`src/rtl/clnw_pkg.sv`:
```
package clnw_pkg;

   localparam int KIND_W = 2;
   localparam int STEP_W = 4;
   localparam int CSR_INDEX_W = 2;
   localparam int CSR_DATA_W = 8;

   localparam int TASK_DEPTH_DEFAULT = 2;
   localparam int RSP_DEPTH_DEFAULT = 2;

   localparam logic [KIND_W-1:0] KIND_COMMAND = 2'd0;
   localparam logic [KIND_W-1:0] KIND_DATA = 2'd1;
   localparam logic [KIND_W-1:0] KIND_CURSOR = 2'd2;
   localparam logic [KIND_W-1:0] KIND_INIT = 2'd3;

   localparam logic [CSR_INDEX_W-1:0] CSR_ENABLE_HIGH_MS = 2'd0;
   localparam logic [CSR_INDEX_W-1:0] CSR_SETTLE_MS = 2'd1;
   localparam logic [CSR_INDEX_W-1:0] CSR_LONG_CMD_MS = 2'd2;

   localparam logic [7:0] LONG_CMD_MS_RESET = 8'd2;

   localparam logic [7:0] CMD_CLEAR = 8'h01;
   localparam logic [7:0] CMD_HOME = 8'h02;
   localparam logic [7:0] CURSOR_BASE = 8'h80;
   localparam logic [7:0] CURSOR_ROW1 = 8'h40;

   localparam logic [7:0] INIT_PRE_WAIT_MS = 8'd25;
   localparam logic [7:0] INIT_FIRST_WAIT_MS = 8'd8;
   localparam logic [7:0] INIT_NEXT_WAIT_MS = 8'd1;
   localparam logic [STEP_W-1:0] INIT_CLEAR_LOW_STEP = 4'd9;
   localparam logic [STEP_W-1:0] INIT_LAST_STEP = 4'd13;

   typedef struct packed {
      logic [KIND_W-1:0] kind;
      logic [7:0] byte_value;
      logic row;
      logic [3:0] col;
   } req_type;

   typedef struct packed {
      logic [7:0] pre_wait_ms;
      logic reg_select;
      logic [3:0] nibble;
      logic [7:0] extra_wait_ms;
      logic last;
   } rsp_type;

   typedef struct packed {
      logic is_init;
      logic reg_select;
      logic [7:0] byte_value;
      logic long_wait;
   } task_type;

   // Nibbles of the power-up run: four raw nibbles, then five commands.
   function automatic logic [3:0] init_nibble(input logic [STEP_W-1:0] step);
      logic [3:0] nib;
      case (step) inside
         4'd0, 4'd1, 4'd2: nib = 4'h3;
         4'd3: nib = 4'h2;
         4'd4: nib = 4'h2;
         4'd5: nib = 4'h8;
         4'd6: nib = 4'h0;
         4'd7: nib = 4'h8;
         4'd8: nib = 4'h0;
         4'd9: nib = 4'h1;
         4'd10: nib = 4'h0;
         4'd11: nib = 4'h6;
         4'd12: nib = 4'h0;
         4'd13: nib = 4'hC;
         default: nib = 4'h0;
      endcase
      return nib;
   endfunction

   function automatic logic [7:0] init_extra(input logic [STEP_W-1:0] step,
                                             input logic [7:0] long_ms);
      logic [7:0] extra;
      case (step) inside
         4'd0: extra = INIT_FIRST_WAIT_MS;
         4'd1, 4'd2, 4'd3: extra = INIT_NEXT_WAIT_MS;
         INIT_CLEAR_LOW_STEP: extra = long_ms;
         default: extra = 8'd0;
      endcase
      return extra;
   endfunction

endpackage

```
`src/rtl/char_lcd_nibble_writer.sv`:
```
// Turns each request word into a run of 4-bit enable-pulse words for a character LCD
// driven in 4-bit mode. A command, data or set-cursor request gives two pulse words,
// high nibble first; an initialise request gives fourteen. The pulse sequencer emits
// one pulse word per clock while the result queue has room, and loads the next task
// as it sends the last word of the current one. A short task queue in front of the
// sequencer and a result queue behind it let requests and result pops stall
// independently. Only the long-command wait register affects the pulse words; writes
// to the enable-high and settle registers are accepted and have no effect here.
module char_lcd_nibble_writer #(
   parameter int TASK_DEPTH = clnw_pkg::TASK_DEPTH_DEFAULT,
   parameter int RSP_DEPTH = clnw_pkg::RSP_DEPTH_DEFAULT
) (
   input logic clock,
   input logic reset,
   input logic push,
   input clnw_pkg::req_type req_word,
   output logic full,
   output logic empty,
   input logic pop,
   output clnw_pkg::rsp_type rsp_word,
   input logic csr_write,
   input logic [clnw_pkg::CSR_INDEX_W-1:0] csr_index,
   input logic [clnw_pkg::CSR_DATA_W-1:0] csr_data
);

   logic [7:0] long_cmd_ms_ff, long_cmd_ms_in;
   clnw_pkg::task_type front_task, queue_task;
   logic task_empty, task_pop;
   logic out_full, out_push;
   clnw_pkg::rsp_type out_word;

   always_comb begin
      long_cmd_ms_in = long_cmd_ms_ff;
      if (csr_write && (csr_index == clnw_pkg::CSR_LONG_CMD_MS)) begin
         long_cmd_ms_in = csr_data;
      end
   end

   always_ff @(posedge clock) begin
      if (reset) begin
         long_cmd_ms_ff <= clnw_pkg::LONG_CMD_MS_RESET;
      end else begin
         long_cmd_ms_ff <= long_cmd_ms_in;
      end
   end

   clnw_front u_front (
      .req_word(req_word),
      .task_word(front_task)
   );

   clnw_fifo #(
      .DEPTH(TASK_DEPTH),
      .word_type(clnw_pkg::task_type)
   ) u_task_queue (
      .clock(clock),
      .reset(reset),
      .push(push),
      .push_word(front_task),
      .full(full),
      .pop(task_pop),
      .pop_word(queue_task),
      .empty(task_empty)
   );

   clnw_back u_back (
      .clock(clock),
      .reset(reset),
      .long_cmd_ms(long_cmd_ms_ff),
      .task_empty(task_empty),
      .task_word(queue_task),
      .task_pop(task_pop),
      .out_full(out_full),
      .out_push(out_push),
      .out_word(out_word)
   );

   clnw_fifo #(
      .DEPTH(RSP_DEPTH),
      .word_type(clnw_pkg::rsp_type)
   ) u_rsp_queue (
      .clock(clock),
      .reset(reset),
      .push(out_push),
      .push_word(out_word),
      .full(out_full),
      .pop(pop),
      .pop_word(rsp_word),
      .empty(empty)
   );

endmodule

```
`src/rtl/clnw_fifo.sv`:
```
module clnw_fifo #(
   parameter int DEPTH = 2,
   parameter type word_type = logic
) (
   input logic clock,
   input logic reset,
   input logic push,
   input word_type push_word,
   output logic full,
   input logic pop,
   output word_type pop_word,
   output logic empty
);

   localparam int PTR_W = (DEPTH > 1) ? $clog2(DEPTH) : 1;
   localparam int CNT_W = $clog2(DEPTH + 1);

   word_type store_ff [DEPTH];
   logic [PTR_W-1:0] wr_ptr_ff, wr_ptr_in;
   logic [PTR_W-1:0] rd_ptr_ff, rd_ptr_in;
   logic [CNT_W-1:0] count_ff, count_in;
   logic do_push, do_pop;

   function automatic logic [PTR_W-1:0] next_ptr(input logic [PTR_W-1:0] ptr);
      return (ptr == PTR_W'(DEPTH - 1)) ? '0 : ptr + PTR_W'(1);
   endfunction

   assign full = (count_ff == CNT_W'(DEPTH));
   assign empty = (count_ff == '0);
   assign do_push = push && !full;
   assign do_pop = pop && !empty;
   assign pop_word = store_ff[rd_ptr_ff];

   always_comb begin
      wr_ptr_in = do_push ? next_ptr(wr_ptr_ff) : wr_ptr_ff;
      rd_ptr_in = do_pop ? next_ptr(rd_ptr_ff) : rd_ptr_ff;
      count_in = count_ff;
      if (do_push && !do_pop) begin
         count_in = count_ff + CNT_W'(1);
      end else if (do_pop && !do_push) begin
         count_in = count_ff - CNT_W'(1);
      end
   end

   always_ff @(posedge clock) begin
      if (reset) begin
         wr_ptr_ff <= '0;
         rd_ptr_ff <= '0;
         count_ff <= '0;
      end else begin
         wr_ptr_ff <= wr_ptr_in;
         rd_ptr_ff <= rd_ptr_in;
         count_ff <= count_in;
      end
   end

   always_ff @(posedge clock) begin
      if (do_push) begin
         store_ff[wr_ptr_ff] <= push_word;
      end
   end

endmodule

```
`src/rtl/clnw_front.sv`:
```
module clnw_front (
   input clnw_pkg::req_type req_word,
   output clnw_pkg::task_type task_word
);

   logic [7:0] byte_sel;

   always_comb begin
      task_word.is_init = 1'b0;
      task_word.reg_select = 1'b0;
      byte_sel = req_word.byte_value;
      unique case (req_word.kind)
         clnw_pkg::KIND_COMMAND: begin
            byte_sel = req_word.byte_value;
         end
         clnw_pkg::KIND_DATA: begin
            task_word.reg_select = 1'b1;
         end
         clnw_pkg::KIND_CURSOR: begin
            byte_sel = clnw_pkg::CURSOR_BASE | (req_word.row ? clnw_pkg::CURSOR_ROW1 : 8'h00)
                       | {4'h0, req_word.col};
         end
         clnw_pkg::KIND_INIT: begin
            task_word.is_init = 1'b1;
         end
         default: begin
            task_word.is_init = 1'b0;
         end
      endcase
      task_word.byte_value = byte_sel;
      // Only commands get the long wait; a data byte of the same value does not.
      task_word.long_wait = !task_word.reg_select
                            && ((byte_sel == clnw_pkg::CMD_CLEAR)
                                || (byte_sel == clnw_pkg::CMD_HOME));
   end

endmodule

```
`src/rtl/clnw_back.sv`:
```
module clnw_back (
   input logic clock,
   input logic reset,
   input logic [7:0] long_cmd_ms,
   input logic task_empty,
   input clnw_pkg::task_type task_word,
   output logic task_pop,
   input logic out_full,
   output logic out_push,
   output clnw_pkg::rsp_type out_word
);

   logic active_ff, active_in;
   clnw_pkg::task_type task_ff, task_in;
   logic [clnw_pkg::STEP_W-1:0] step_ff, step_in;
   logic finish, load;

   always_comb begin
      out_word = '0;
      if (task_ff.is_init) begin
         out_word.pre_wait_ms = (step_ff == '0) ? clnw_pkg::INIT_PRE_WAIT_MS : 8'd0;
         out_word.reg_select = 1'b0;
         out_word.nibble = clnw_pkg::init_nibble(step_ff);
         out_word.extra_wait_ms = clnw_pkg::init_extra(step_ff, long_cmd_ms);
         out_word.last = (step_ff == clnw_pkg::INIT_LAST_STEP);
      end else begin
         out_word.pre_wait_ms = 8'd0;
         out_word.reg_select = task_ff.reg_select;
         out_word.nibble = step_ff[0] ? task_ff.byte_value[3:0] : task_ff.byte_value[7:4];
         out_word.extra_wait_ms = (step_ff[0] && task_ff.long_wait) ? long_cmd_ms : 8'd0;
         out_word.last = step_ff[0];
      end
   end

   assign out_push = active_ff && !out_full;
   assign finish = out_push && out_word.last;
   assign load = !task_empty && (!active_ff || finish);
   assign task_pop = load;

   always_comb begin
      active_in = active_ff;
      task_in = task_ff;
      step_in = step_ff;
      if (load) begin
         active_in = 1'b1;
         task_in = task_word;
         step_in = '0;
      end else if (finish) begin
         active_in = 1'b0;
      end else if (out_push) begin
         step_in = step_ff + clnw_pkg::STEP_W'(1);
      end
   end

   always_ff @(posedge clock) begin
      if (reset) begin
         active_ff <= 1'b0;
         step_ff <= '0;
      end else begin
         active_ff <= active_in;
         step_ff <= step_in;
      end
   end

   always_ff @(posedge clock) begin
      task_ff <= task_in;
   end

endmodule
```
`config.mk`:
```
export PLATFORM = sky130hd
export DESIGN_NAME = char_lcd_nibble_writer
export DESIGN_NICKNAME = d
export VERILOG_FILES = /design/src/rtl/clnw_pkg.sv /design/src/rtl/char_lcd_nibble_writer.sv /design/src/rtl/clnw_fifo.sv /design/src/rtl/clnw_front.sv /design/src/rtl/clnw_back.sv
export SDC_FILE = /design/constraint.sdc
export NUM_CORES = 1
export LEC_CHECK = 0
export ABC_CLOCK_PERIOD_IN_PS = 3100
export BUFFER_PORTS_ARGS = -buffer_cell sky130_fd_sc_hd__clkbuf_2
export CAP_MARGIN = 15
export CORE_ASPECT_RATIO = 1.25
export CORE_MARGIN = 5
export CORE_UTILIZATION = 59
export CTS_BUF_LIST = sky130_fd_sc_hd__clkbuf_8
export DETAILED_ROUTE_END_ITERATION = 6
export PLACE_DENSITY = 0.92
export SLEW_MARGIN = 20
export SYNTH_ARGS = -nofsm -noshare
export SYNTH_HDL_FRONTEND = slang
export SYNTH_SLANG_ARGS = --single-unit
```
`constraint.sdc`:
```
create_clock -name clock -period 3.1 [get_ports clock]
set_clock_uncertainty 0.15 [all_clocks]
set_input_delay 0.31 -clock clock [delete_from_list [all_inputs] [get_ports clock]]
set_output_delay 0.31 -clock clock [all_outputs]
set_load 0.05 [all_outputs]
```
==> impl_metrics.ini <==
[floorplan]
die_x_um = 80.5
num_rows = 32
start_util = 0.599
die_area_sq_um = 7900
die_y_um = 98.1
ios = 54
placeableCoreArea_sq_um = 6130

[sta]
finalCritPeriodShare = 0.826
worst_pin_slew_ns = 0.887
fmax_mhz = 390
final_hold_viol_count = 0
tns_ns = 0
finalCriticalPeriod_ns = 2.56
finalMaxSlewViolations = 0
setup_viol = 0
slew_headroom = 0.406
timing.final.ws_setup_ns = 0.539
rsz0062_at_grt = no

[yosys]
synth_compound_area_frac = 0.0467
synth_ff_type = edfxtp_1
post_synth_inst_count = 271
synth_top_family_by_area = multiplexers
synth_edf_count = 63
avgSynthCellArea_sq_um = 13.5
synth_xor_xnor_area_share = 0.0239
ys_ff_latch = 85
yosysWarningCount = 0
ys_seq_area_frac = 0.636
synthMuxAreaShare = 0.125
async_flop_share = 0
synth_cell_types = 38
netlist_area_sq_um = 3670
synthAdderAreaFrac = 0.0205
synthSimpleGateAreaFrac = 0.106

[detailed_routing]
drtAntennaViolNets = 0
drc = 0
via_per_inst = 5.17
drt_first_pass_iters = 4
drt_iter0_markers = 106
vias = 2109
wl_per_cell_um = 14.3
wirelength_mm = 5.82

[clocking]
cts-htree-levels = 3
clk_latency_ns = 0.34
hold_buffers = 0
cts_made_buffers = 9
cts_resized = 0
root_buffer = clkbuf_8
clk_path_buf_depth = 2
cts_setup_buffers = 0
cts_tree = built
clk_pin_slew_worst_paths_ns = 0.08
clock-sinks = 85

[place]
hpwl_mm = 4.20
gp_congestion = 0.842
pre_cts_ws_ns = 0.576
dp_cells = 392
portBuffers = 48

[setup_path]
crit_buf_inv = 2
cp_top_family = adder cells
r2r_slack_ns = 0.54
worstSetupPathType = flip-flop to flip-flop
worst-r2r-cell-count = 8
slowest_delay_ns = 0.41
crit_slowest_cell = or3_1
critPathCapture = u_task_queue.count_ff[1]
arrival_ns = 2.69
worstPathRequired_ns = 3.22
path_cells = buf_4 -> ha_1 -> nand4_2 -> a311oi_4 -> inv_1 -> ha_1 -> or3_1 -> a21oi_1
crit_cells = 8
timing.rr.start = u_back.step_ff[0]
crit_path_frequent_cell = ha_1
worstReg2RegEnd = u_task_queue.count_ff[1]
startpoint_type = flip-flop
crit_path_end_kind = flip-flop
cp_max_fo = 10
cp-startpoint = u_back.step_ff[0]

[power_and_ir_drop]
power.density_nw_per_um2 = 944
vdd_drop_max_v = 0.000410
power.leakage_nw = 1.64

[final_layout]
antenna_cells = 0
fin_cells = 408
final_util = 0.678
finalNetCount = 354
drive_above_1_share = 0.316
syn_to_final_growth_pct = 13.2

[global_route]
grt_pass1_vias = 2240
grt_max_degree = 20
grt_pass1_wl_mm = 9.81
antenna_found_initial = 0
grt_use_total = 0.162
grt-ovfl-total = 0

[hold_path]
hp-class = input pin to flip-flop

[job]
maxCapViolCount = 0

[status]
status = complete, no violations
synth_stat cells, drive strengths merged (3+ instances only):
master  number  area (sq um)
nor4         4          25.0
o22ai        3          18.8
inv         10          37.5
nand2b       4          27.5
dfxtp       22           440
or3          4          25.0
o21ai        7          35.0
nor2        27           101
xor2         7          61.3
mux2        31           349
and2         7          43.8
ha           6          75.1
nand2        8          30.0
a21oi        7          35.0
and3         3          18.8
edfxtp      63          1890
clkbuf       6          22.5
buf         13          87.6
nor2b        7          43.8
mux2i       11           110
xnor2        3          26.3
layer usage:
metal	up-vias	wire [um]	track usage
met5	-	0	0
met4	0	102	0.0715
met3	13	330	0.0526
met2	60	3140	0.280
met1	982	2250	0.178
li1	1054	-	-
tightest hold or removal path, stage by stage:
cell,delay (ns)
clkbuf_2,0.08
mux2i_1,0.05
nor2_1,0.08
area by class of cell:
class / instances / area, sq um
flip-flops and latches: 85 / 2330
fillers: 425 / 1970
multi-input cells: 161 / 1200
repair buffers: 51 / 263
clock buffers: 9 / 124
well taps: 85 / 106
clock inverters: 7 / 86.3
inverters: 10 / 37.5
cell usage in the layout (no fill, tap or decap), drive strengths merged, types with 2 or more instances in the layout:
cell,n
o22ai,3
nand3b,2
nor4,4
o21ai,7
a21oi,7
xnor2,3
or2,2
nor2b,7
clkinvlp,2
nand4,2
dfxtp,22
edfxtp,63
nand2,8
or3,4
nor2,27
inv,13
bufinv,2
nand2b,4
mux2,31
and3,3
and2,7
conb,5
buf,3
ha,6
xor2,7
mux2i,11
clkbuf,57
how the worst min path moves through the flow:
stage / startpoint / end / slack [ns] / cells after the start
floorplan: long_cmd_ms_ff[1] / long_cmd_ms_ff[1] / 0.28 / 1
global placement: long_cmd_ms_ff[1] / long_cmd_ms_ff[1] / 0.29 / 1
detailed placement: long_cmd_ms_ff[1] / long_cmd_ms_ff[1] / 0.29 / 1
CTS: csr_data[2] / long_cmd_ms_ff[2] / 0.04 / 3
global route: csr_data[7] / long_cmd_ms_ff[7] / 0.05 / 3
finish: csr_data[2] / long_cmd_ms_ff[2] / 0.06 / 3
cells by family after synthesis:
kind of cell,Yosys count
muxes,42
other,1
AOI/OAI and AO/OA,25
adders and majority gates,6
and+or+nand+nor,73
DFF,85
buffers and inverters,29
xor gates and xnor gates,10
registers in the layout, indices dropped and copies added, names as in the netlist, named ones only:
| register | count |
|---|---|
| long_cmd_ms_ff | 8 |
| u_task_queue.rd_ptr_ff | 1 |
| u_rsp_queue.store_ff | 30 |
| u_back.active_ff | 1 |
| u_back.task_ff | 11 |
| u_rsp_queue.wr_ptr_ff | 1 |
| u_task_queue.count_ff | 2 |
| u_rsp_queue.rd_ptr_ff | 1 |
| u_rsp_queue.count_ff | 2 |
| u_back.step_ff | 4 |
| u_task_queue.wr_ptr_ff | 1 |
| u_task_queue.store_ff | 22 |
where the power goes:
part           leakage (nW)  switching, W  internal (W)
sequential            0.771      0.000161       0.00159
combinational         0.762      0.000888      0.000472
clock                 0.109      0.000368      0.000445
through the flow:
step / hold WS (ns) / cell area [sq um] / total power, W
final: 0.0560 / 4150 / 0.00392
after global routing: 0.0473 / 4150 / 0.00412
after CTS: 0.0426 / 4150 / 0.00395
after detailed placement: 0.293 / 3940 / 0.00314
after global placement: 0.287 / 3940 / 0.00307
after floorplan: 0.277 / 3680 / 0.00285
Power figures use the tool's default switching activity.
